--- src/rtl/efp_pkg.sv ---
package efp_pkg;

    // coordinate and count widths
    localparam int COORD_BITS   = 32;
    localparam int FRAC_BITS    = 28;
    localparam int ITER_BITS    = 16;
    localparam int COLOR_BITS   = 8;

    // derived widths
    localparam int PROD_BITS    = 2 * COORD_BITS;
    localparam int RAD_BITS     = COORD_BITS - 1;
    localparam int RAD_SQ_BITS  = 2 * RAD_BITS;
    localparam int SUM_BITS     = PROD_BITS - FRAC_BITS + 2;
    localparam int NUM_BITS     = ITER_BITS + COLOR_BITS + 1;
    localparam int DIV_CNT_BITS = $clog2(COLOR_BITS);

    // configuration register indexes
    localparam int CFG_IDX_BITS = 3;
    localparam logic [CFG_IDX_BITS-1:0] CFG_MODE          = 3'd0;
    localparam logic [CFG_IDX_BITS-1:0] CFG_CONST_RE      = 3'd1;
    localparam logic [CFG_IDX_BITS-1:0] CFG_CONST_IM      = 3'd2;
    localparam logic [CFG_IDX_BITS-1:0] CFG_MAX_ITERS     = 3'd3;
    localparam logic [CFG_IDX_BITS-1:0] CFG_ESCAPE_RADIUS = 3'd4;
    localparam logic [CFG_IDX_BITS-1:0] CFG_NUM_COLORS    = 3'd5;

    // fractal modes
    localparam logic MODE_MANDELBROT = 1'b0;
    localparam logic MODE_JULIA      = 1'b1;

    // configuration reset values
    localparam logic [ITER_BITS-1:0]  MAX_ITERS_RST     = 16'd256;
    localparam logic [RAD_BITS-1:0]   ESCAPE_RADIUS_RST = 31'h2000_0000;
    localparam logic [COLOR_BITS-1:0] NUM_COLORS_RST    = 8'd16;

    typedef struct packed {
        logic signed [COORD_BITS-1:0] point_re;
        logic signed [COORD_BITS-1:0] point_im;
    } in_item_t;

    typedef struct packed {
        logic [ITER_BITS-1:0]  iter_count;
        logic [COLOR_BITS-1:0] color_index;
    } out_item_t;

    typedef struct packed {
        logic                         mode;
        logic signed [COORD_BITS-1:0] const_re;
        logic signed [COORD_BITS-1:0] const_im;
        logic [ITER_BITS-1:0]         max_iters;
        logic [RAD_BITS-1:0]          escape_radius;
        logic [COLOR_BITS-1:0]        num_colors;
    } cfg_t;

    // controller to datapath
    typedef struct packed {
        logic load;
        logic mul;
        logic update;
        logic color_mul;
        logic div_step;
        logic emit;
    } dp_cmd_t;

    // datapath to controller
    typedef struct packed {
        logic done;
    } dp_status_t;

endpackage

--- src/rtl/efp_ctrl.sv ---
module efp_ctrl (
    input  logic                aclk,
    input  logic                aresetn,
    input  logic                s_valid,
    output logic                s_ready,
    input  logic                out_free,
    input  efp_pkg::dp_status_t status,
    output efp_pkg::dp_cmd_t    cmd
);
    import efp_pkg::*;

    localparam logic [2:0] ST_IDLE = 3'd0;
    localparam logic [2:0] ST_MUL  = 3'd1;
    localparam logic [2:0] ST_UPD  = 3'd2;
    localparam logic [2:0] ST_CMUL = 3'd3;
    localparam logic [2:0] ST_DIV  = 3'd4;
    localparam logic [2:0] ST_DONE = 3'd5;

    localparam logic [DIV_CNT_BITS-1:0] DIV_LAST = DIV_CNT_BITS'(COLOR_BITS - 1);

    logic [2:0]              state_reg, state_next;
    logic [DIV_CNT_BITS-1:0] cnt_reg, cnt_next;

    // next state and commands
    always_comb begin
        state_next = state_reg;
        cnt_next   = cnt_reg;
        s_ready    = 1'b0;
        cmd        = '0;
        case (state_reg)
            ST_IDLE: begin
                s_ready = 1'b1;
                if (s_valid) begin
                    cmd.load   = 1'b1;
                    state_next = ST_MUL;
                end
            end
            ST_MUL: begin
                cmd.mul    = 1'b1;
                state_next = ST_UPD;
            end
            ST_UPD: begin
                cmd.update = 1'b1;
                state_next = status.done ? ST_CMUL : ST_MUL;
            end
            ST_CMUL: begin
                cmd.color_mul = 1'b1;
                cnt_next      = '0;
                state_next    = ST_DIV;
            end
            ST_DIV: begin
                cmd.div_step = 1'b1;
                if (cnt_reg == DIV_LAST) begin
                    cnt_next   = '0;
                    state_next = ST_DONE;
                end else begin
                    cnt_next = cnt_reg + 1'b1;
                end
            end
            ST_DONE: begin
                if (out_free) begin
                    cmd.emit   = 1'b1;
                    state_next = ST_IDLE;
                end
            end
            default: begin
                state_next = ST_IDLE;
                cnt_next   = '0;
            end
        endcase
    end

    // state registers
    always_ff @(posedge aclk) begin
        if (!aresetn) begin
            state_reg <= ST_IDLE;
            cnt_reg   <= '0;
        end else begin
            state_reg <= state_next;
            cnt_reg   <= cnt_next;
        end
    end

    // an accepted transaction starts the iteration loop
    a_accept_starts: assert property (@(posedge aclk) disable iff (!aresetn)
        (s_valid && s_ready) |=> (state_reg == ST_MUL))
        else $error("accepted transaction did not start iteration");

    // a result is only handed over when the output stage can take it
    a_emit_free: assert property (@(posedge aclk) disable iff (!aresetn)
        cmd.emit |-> out_free)
        else $error("result emitted into a full output stage");

    // step counter idles at zero outside the divider
    a_cnt_idle: assert property (@(posedge aclk) disable iff (!aresetn)
        (state_reg != ST_DIV) |-> (cnt_reg == '0))
        else $error("divider step count left nonzero");

    // at most one datapath command per cycle
    a_cmd_onehot: assert property (@(posedge aclk) disable iff (!aresetn)
        $onehot0({cmd.load, cmd.mul, cmd.update, cmd.color_mul, cmd.div_step, cmd.emit}))
        else $error("overlapping datapath commands");

endmodule

--- config.mk ---
export PLATFORM = sky130hd
export DESIGN_NAME = efp_ctrl
export DESIGN_NICKNAME = d
export VERILOG_FILES = /design/src/rtl/efp_pkg.sv /design/src/rtl/efp_ctrl.sv
export SDC_FILE = /design/constraint.sdc
export NUM_CORES = 1
export LEC_CHECK = 0
export BUFFER_PORTS_ARGS = -buffer_cell sky130_fd_sc_hd__buf_2
export CAP_MARGIN = 5
export CORE_AREA = 2 2 39 41
export DETAILED_ROUTE_END_ITERATION = 12
export DIE_AREA = 0 0 41 43
export HOLD_SLACK_MARGIN = 0.1
export PLACE_DENSITY_LB_ADDON = 0.08
export SETUP_SLACK_MARGIN = 0.5
export SKIP_LAST_GASP = 1
export SYNTH_ARGS = -nofsm -noshare
export SYNTH_HDL_FRONTEND = slang
export SYNTH_SLANG_ARGS = --single-unit
--- constraint.sdc ---
create_clock -name aclk -period 1 [get_ports aclk]
set_input_delay 0 -clock aclk [delete_from_list [all_inputs] [get_ports aclk]]
set_output_delay 0 -clock aclk [all_outputs]
set_load 0.05 [all_outputs]
==> impl.org, run 1 <==
** Clock network
- TritonCTS built the clock tree.
- Clock-pin slew was measured on the worst setup and hold paths at 0.05 ns.
- Counting along the longest clock path gives a buffer depth of 2.
- Clock sinks :: 6
- The clock reaches the later pin of the worst-skew pair after 0.25 ns.
- CTS placed an instance of clkbuf_4 at the clock tree root.
- CTS built an H-tree with a depth of 1.
- TritonCTS buffer count :: 3

** Power
- The internal portion of the total power is 0.535 mW.
- Leak pwr :: 0.311 nW
- Power density over the cells :: 1060 nW/µm²
- The analysis attributes to net switching a power of 0.270 mW.
- Sequential cells burn 33.4% of the power.
- Net switching is 33.6% of the power.
- Maximum vdd drop :: 0.712 mV
- Power comes to 0.804 mW.
- Of the total power, the clock network draws 29.5%.
- Logic pwr share :: 37.1%

** Layout
- Fraction of final layout cells sized beyond drive strength 1 :: 77.6%
- After filler insertion, the fill cell instance count of the layout stands at 122.
- After the last flow step, the layout net total stands at 76.
- Leaving out filler cells and counting taps, the final layout contains 83.
- ANT cells :: 0
- Compared with the post-synthesis result, the final layout area differs by 97.4%.

** Yosys
- For this run, the number of Yosys warnings is 0.
- In this run the mean area of a mapped cell was 8.90 µm².
- dfxtp_1 is the most common cell in the netlist.
- After technology mapping, the gate count stands at 43.
- The synthesized design spends more area on one cell type than any other, namely dfxtp_1.
- The synthesized design contains 0 enable-type register cells.
- Sequential elements use 31.4% of the synthesized area.
- The commonest cells after synthesis are dfxtp_1 (6), nand2_1 (4), nor2_1 (4), buf_4 (3).
- Area fraction of the dominant cell type after synthesis :: 31.4%
- Post-synthesis instance area :: 383 µm²
- Unique masters post-synth :: 22
- Synthesis inferred 6 register bits.
- Most frequently used flop master after synthesis :: dfxtp_1
- Counting flops with an async set or reset pin after synthesis yields a share of 0%.
- Top cells by area in the synthesized netlist :: dfxtp_1 (31%), ha_1 (6.5%), buf_4 (5.9%), nand4b_1 (4.6%), a21boi_1 (3.9%)
- When the netlist entered floorplanning its net count stood at 50.

** Critical path
- Endpoint kind of the worst setup timing path :: output pin
- Startpoint of the worst-slack reg-to-reg timing path :: cnt_reg[1]$_SDFFE_PN0N_
- Critical path type :: register to output pin
- Crit path required time :: 1.00 ns
- Kind of start point of the critical path :: register
- In this run the critical register-to-register path is captured at state_reg[0]$_SDFFE_PN0P_.
- The number of cells on the worst reg-to-reg path is 5.
- In this run the register-to-register setup slack is -0.08 ns.
- Critical path fanouts, max :: 2
- Data arrival time of the worst path :: 1.17 ns

** Die
- Top-level I/O count :: 12
- Std-Cell Rows :: 14
- The core region is 1380 µm².
- Once the floorplan was initialized, standard cells occupied 27.7% of the core.
- Chip Height :: 43 µm
- Total die area :: 1760 µm²
- Measured along the x axis, the die boundary spans 41 µm.

** Min path
- The path class of the tightest hold or removal check is input pin to register.
- Hold path depth :: 2
- The worst hold path terminates at state_reg[2]$_SDFFE_PN0P_.
- In this run the most critical hold path is launched from aresetn.

** Routing
- Detailed Route WL :: 1090 µm
- Total via count in the routed design :: 399
- Using the TritonRoute via totals, the vias-per-cell ratio works out to 4.81.
- Average wire per standard cell :: 13.1 µm
- Number of DRC violations after detailed-routing iteration 0 :: 3
- DR pass1 iterations :: 4
- Once detail routing completed, the nets flagged for antenna violations numbered 0.
- In the routed design, unresolved DRC markers number 0.

** STA
- RSZ-0062 raised after global routing :: yes
- The smallest clock period supported by the final layout is computed as 1.17 ns.
- Final sum of negative setup slack :: -0.984 ns
- Final period util :: 117%
- The number of max-slew violations in the final report is 0.
- The worst pin sits at a relative slew slack of 87.3%.
- Hold WS :: 0.0376 ns
- Endpoints failing hold :: 0
- Setup violations remaining at the end of the flow were counted as 12.
- Slew at the pin closest to its max-slew limit :: 0.190 ns
- Highest clock rate :: 856 MHz
- Clock skew after layout :: 0.000336 ns
- Setup slack after layout :: -0.168 ns

** Flow run
- Reported max-cap violation count :: 0

** Status
- Violations in the final reports :: negative setup slack
- Run status :: complete, but fails checks

** Placed design
- During placement, the flow inserted port buffers numbering 11.
- Number of instances in the placed design :: 75
- Final HPWL from detailed placement :: 764 µm
- Routability-driven placement finished with a final weighted congestion of 0.683.
- Timing analysis after detailed placement gives a worst setup slack of -0.118 ns.

** GRT
- Total overflow reported by the global router :: 0
- All-layer global routing usage :: 16.6%
- Wire length of the first global-routing pass :: 1900 µm
- Via count of the first global-routing pass :: 435
- Number of antenna violations at the first check in global routing :: 0
- Maximum number of pins on one net before global-route repair :: 11
## per-layer routing
metal	GRT usage [%]	part of all wire, %	up-vias	wire length [µm]
met5	0	0	-	0
met4	10.0	0	0	0
met3	3.66	3.5	0	38
met2	27.5	53	9	575
met1	17.7	44	191	475
li1	-	-	199	-
## through the flow
| stage | util [%] | cell area, µm² |
|---|---|---|
| floorplan | - | 449 |
| global placement | 41.0 | 567 |
| detailed placement | 41.0 | 567 |
| CTS | 50.7 | 702 |
| global route | 54.6 | 756 |
| finish | 54.6 | 756 |
## worst max-delay path: stages, from the launching register on
cell     delay [ns]
dfxtp_2        0.33
buf_6          0.12
nor3_4         0.16
and2_4         0.17
buf_8          0.13
## cell type report
class	instances	area [µm²]	area share (%)
sequential	6	131	17.4
clock buffer	3	22.5	2.98
tap	16	20.0	2.65
timing repair buffer	24	243	32.1
multi-input combinational	34	339	44.9
## worst max path at each step
stage / to / cells past startpoint / startpoint / slack (ns)
2_1_floorplan: cmd[5] / 3 / state_reg[0]$_SDFFE_PN0P_ / -0.27
3_3_place_gp: state_reg[0]$_SDFFE_PN0P_ / 5 / cnt_reg[1]$_SDFFE_PN0N_ / -0.14
3_5_place_dp: cmd[0] / 3 / state_reg[0]$_SDFFE_PN0P_ / -0.12
4_1_cts: cmd[5] / 4 / state_reg[1]$_SDFFE_PN0P_ / -0.18
5_1_grt: cmd[5] / 4 / state_reg[1]$_SDFFE_PN0P_ / -0.24
6_report: cmd[5] / 4 / state_reg[1]$_SDFFE_PN0P_ / -0.17
## power by group through the flow
| stage | registers (mW) | clock network, mW | logic [mW] |
|---|---|---|---|
| after floorplan | 0.256 | 0 | 0.167 |
| after global placement | 0.267 | 0 | 0.209 |
| after detailed placement | 0.269 | 0 | 0.211 |
| after CTS | 0.266 | 0.245 | 0.259 |
| after global routing | 0.270 | 0.265 | 0.314 |
| final | 0.268 | 0.238 | 0.299 |
## layout by cell type (no fill, tap or decap), types with 2 or more instances in the layout
cell      n
buf_8     4
dfxtp_4   2
nand4b_1  2
dfxtp_2   3
nor2b_4   2
a21oi_2   2
o21ai_1   2
buf_6     8
ha_4      2
nand2_1   3
buf_2     4
o211ai_1  2
a21boi_1  2
and2_4    2
nor2_4    5
clkbuf_4  3
nor3b_2   2
buf_4     7
## logic make-up after synthesis
family          synth area share (%)
simple gates                    41.2
fa+ha+maj                       6.53
compound gates                  15.0
buf+inv                         5.88
flops                           31.4
## repair_timing
action,CTS,global route
endpoints found under the setup margin,13,13
cloned,0,0
gates resized for setup,26,14
buffers inserted,4,1
hold endpoints to repair,6,5
pin swaps,5,4
Note: power is estimated with default switching activity, not from simulation.
==> run 2: changes to the inputs <==
--- a/config.mk
+++ b/config.mk
@@ -12,7 +12,6 @@
 export DIE_AREA = 0 0 41 43
 export HOLD_SLACK_MARGIN = 0.1
 export PLACE_DENSITY_LB_ADDON = 0.08
-export SETUP_SLACK_MARGIN = 0.5
 export SKIP_LAST_GASP = 1
 export SYNTH_ARGS = -nofsm -noshare
 export SYNTH_HDL_FRONTEND = slang
==> constraint.sdc (replaced) <==
create_clock -name aclk -period 1 [get_ports aclk]
set_input_delay 0.05 -clock aclk [delete_from_list [all_inputs] [get_ports aclk]]
set_output_delay 0.05 -clock aclk [all_outputs]
set_load 0.05 [all_outputs]
==> run 2 against run 1 <==
Net effect: the run still ends with negative setup slack left; critical path depth decreased by 1; first-iteration DRC count increased by 100%; clock-buffer cell count did not move; largest power group unchanged; worst hold slack improved by 0.088 ns; sequential share of layout area increased by 0.45 points; largest cell class unchanged; highest routed layer is now met4; total power is 2.3% lower; design area decreased by 0.66%; maximum frequency hardly changed; clock power decreased by 2%; core utilization decreased by 0.36 points; critical endpoint unchanged; routed wire length decreased by 2.6%.
==> impl.org, run 2 (same netlist as run 1, synthesis figures left out) <==
** Status
- Run status: complete, but fails checks (unchanged).
- Violations in the final reports :: negative setup slack (unchanged)

** Layout
- End-of-flow core utilization :: 54.2% (was 54.6%)
- Layout overhead on the synthesized area :: 96.1% (was 97.4%)
- ANT cells :: 0 (unchanged)
- The fraction of final layout cells with drive strength greater than 1 came to 71.4% (was 77.6%).
- Most frequent cells in the layout: buf_6 (10), buf_4 (9), nor2_4 (4), nand2_1 (4), buf_2 (4) (was buf_6 (8), buf_4 (7), nor2_4 (5), buf_2 (4), buf_8 (4)).
- Most common library cell in the layout ignoring fill and taps :: buf_6 (unchanged)
- The layout net count was 79 (was 76).
- The final instance area came to 751 µm² (was 756 µm²).

** STA
- Highest clock rate :: 856 MHz (about the same)
- RSZ-0062 raised after global routing :: yes (unchanged)
- The minimum setup slack in the final design was -0.168 ns (about the same).
- Min Tclk post-route :: 1.17 ns (about the same)
- Slew at the pin closest to its max-slew limit :: 0.167 ns (was 0.190 ns)
- The hold violation total from the final report is 0 (unchanged).
- Clock skew after layout :: 0.000972 ns (was 0.000336 ns)
- Final period util :: 117% (about the same)
- The number of failing setup endpoints in the final timing report was 10 (was 12).
- The tightest slew margin relative to the limit was 88.9% (was 87.3%).
- The number of max-slew violations in the final report is 0 (unchanged).
- The total negative slack is -0.906 ns (was -0.984 ns).
- The worst hold slack came to 0.125 ns (was 0.0376 ns).

** Routing
- The detailed-route via count came to 409 (was 399).
- The detailed-route wire length per cell was 12.3 µm (was 13.1 µm).
- DR pass1 iterations :: 3 (was 4)
- The post-route antenna net violation count is 0 (unchanged).
- Detailed Route WL :: 1060 µm (was 1090 µm)
- The detail-routed via count per cell was 4.76 (was 4.81).
- Number of DRC violations after detailed-routing iteration 0 :: 6 (was 3)
- The number of DRC violations after detailed routing came to 0 (unchanged).

** Clock network
- TritonCTS buffer count :: 3 (unchanged)
- Clock tree root driver cell :: clkbuf_4 (unchanged)
- The clock tree from TritonCTS was done (unchanged).
- Clock sinks :: 6 (unchanged)
- The deepest clock path buffer count was 2 (unchanged).
- The clock transition at the registers of the reported paths was 0.05 ns (about the same).
- The count of H-tree levels built during CTS came to 1 (unchanged).
- Clock network latency to the later pin of the worst-skew pair :: 0.24 ns (was 0.25 ns)

** GRT
- The number of global-route vias before repair was 415 (was 435).
- Met1 track utilization from global routing :: 18.2% (was 17.7%)
- Total overflow reported by the global router :: 0 (unchanged)
- GRT met3 Usage :: 5.24% (was 3.66%)
- The global-route wire length before repair was 1820 µm (was 1900 µm).
- Number of antenna violations at the first check in global routing :: 0 (unchanged)
- The pin count of the biggest net entering global routing was 10 (was 11).
- The most used routing layer in global routing is met2 (unchanged).
- The met2 track demand over resource in global routing is 24.4% (was 27.5%).
- All-layer global routing usage :: 15.7% (was 16.6%)

** Placed design
- DP Area :: 531 µm² (was 567 µm²)
- Final HPWL from detailed placement :: 741 µm (was 764 µm)
- The minimum setup slack after placement was -0.153 ns (was -0.118 ns).
- Buffers on Ports :: 11 (unchanged)
- The routability-driven placement congestion ratio was 0.692 (was 0.683).

** Power
- The standby leakage power is 0.319 nW (was 0.311 nW).
- The ratio of total power to cell area was 1050 nW/µm² (was 1060 nW/µm²).
- The highest ir drop seen on vdd was 0.621 mV (was 0.712 mV).

** Critical path
- The nature of the critical path startpoint is a register (unchanged).
- The beginning of the worst register-to-register path is cnt_reg[0]$_SDFFE_PN0N_ (was cnt_reg[1]$_SDFFE_PN0N_).
- The critical path data arrival time is 1.12 ns (was 1.17 ns).
- The maximum fanout along the worst path is 6 (was 2).
- Endpoint kind of the worst setup timing path :: output pin (unchanged)
- Worst R2R Path Depth :: 5 (unchanged)
- Worst r2r dst :: state_reg[0]$_SDFFE_PN0P_ (unchanged)
- The startpoint-to-endpoint class of the critical path was register to output pin (unchanged).
- The data required time at the worst endpoint is 0.95 ns (was 1.00 ns).
- FF-to-FF setup slack :: -0.02 ns (was -0.08 ns)
- Cell Chain, Critical Path: nor3_4 > and2_4 > buf_8 (was buf_6 > nor3_4 > and2_4 > buf_8).
- Slowest stage cell on the critical path :: dfxtp_4 (was dfxtp_2)
- The maximum single-stage delay on the critical path is 0.38 ns (was 0.33 ns).

** Die
- The count of boundary I/O pins came to 12 (unchanged).
- Total die area :: 1760 µm² (unchanged)
- The core box area came to 1380 µm² (unchanged).
- Chip Height :: 43 µm (unchanged)
- The number of standard-cell rows in the floorplan was 14 (unchanged).
- The die span in x is 41 µm (unchanged).
- Effective utilization at floorplan :: 27.7% (unchanged)

** Min path
- The source of the worst hold timing path is status (was aresetn).
- The worst hold path endpoint is state_reg[1]$_SDFFE_PN0P_ (was state_reg[2]$_SDFFE_PN0P_).
- Kind of path behind the tightest hold check :: input pin to register (unchanged)
- The hold-critical path depth was 3 (was 2).

** Flow run
- The reported max-cap violation count was 0 (unchanged).
run 2: cell types whose count changed in the layout (fill, tap and decap cells not counted), moves of 2 or more:
cell,before,now
dlygate4sd3_1,0,2
buf_4,7,9
buf_8,4,2
buf_6,8,10
run 2: cell type report:
class / instances / area [µm²]
well taps: 16 / 20.0
multi-input cells: 34 / 324
clock buffers: 3 / 22.5
fillers: 129 / 633
repair buffers: 27 / 250
flip-flops and latches: 6 / 134
run 2: worst max path at each step:
stage	start	endpoint	slack [ns]	depth (start not counted)
final	state_reg[2]$_SDFFE_PN0P_	cmd[5]	-0.17	3
after global routing	state_reg[2]$_SDFFE_PN0P_	cmd[5]	-0.21	3
after global placement	state_reg[0]$_SDFFE_PN0P_	cmd[0]	-0.14	3
after detailed placement	state_reg[0]$_SDFFE_PN0P_	cmd[0]	-0.15	3
after CTS	state_reg[0]$_SDFFE_PN0P_	cmd[5]	-0.19	3
after floorplan	state_reg[0]$_SDFFE_PN0P_	cmd[5]	-0.32	3
run 2: where the power goes:
part	total, mW	internal, mW	switching, mW
Combinational	0.283	0.146	0.137
Clock	0.234	0.137	0.0979
Sequential	0.268	0.245	0.0229
run 2: what timing repair did:
item	4_1_cts	5_1_grt
hold buffers	2	0
pin swaps	4	7
buffers inserted	5	1
endpoints found under the hold margin	2	0
gates cloned	0	0
resized for setup	32	7
setup endpoints to repair	13	12
run 2: metrics by stage:
| stage | power, mW | std cells |
|---|---|---|
| final | 0.786 | 86 |
| after detailed placement | 0.469 | 75 |
| after global routing | 0.832 | 86 |
| after global placement | 0.465 | 75 |
| after floorplan | 0.420 | 43 |
| after CTS | 0.778 | 85 |
run 2: worst max-delay path, delay by kind of cell (launching register included):
kind | cells | cell delay (ns)
DFF | 1 | 0.38
and+or+nand+nor | 2 | 0.36
buffers and inverters | 1 | 0.13
run 2: metal layers:
metal  part of all wire, %  up-vias  wire (µm)
li1                      -      205          -
met1                    39      193        416
met2                    55        9        581
met3                   5.1        2         54
met4                  0.75        0          8
met5                     0        -          0
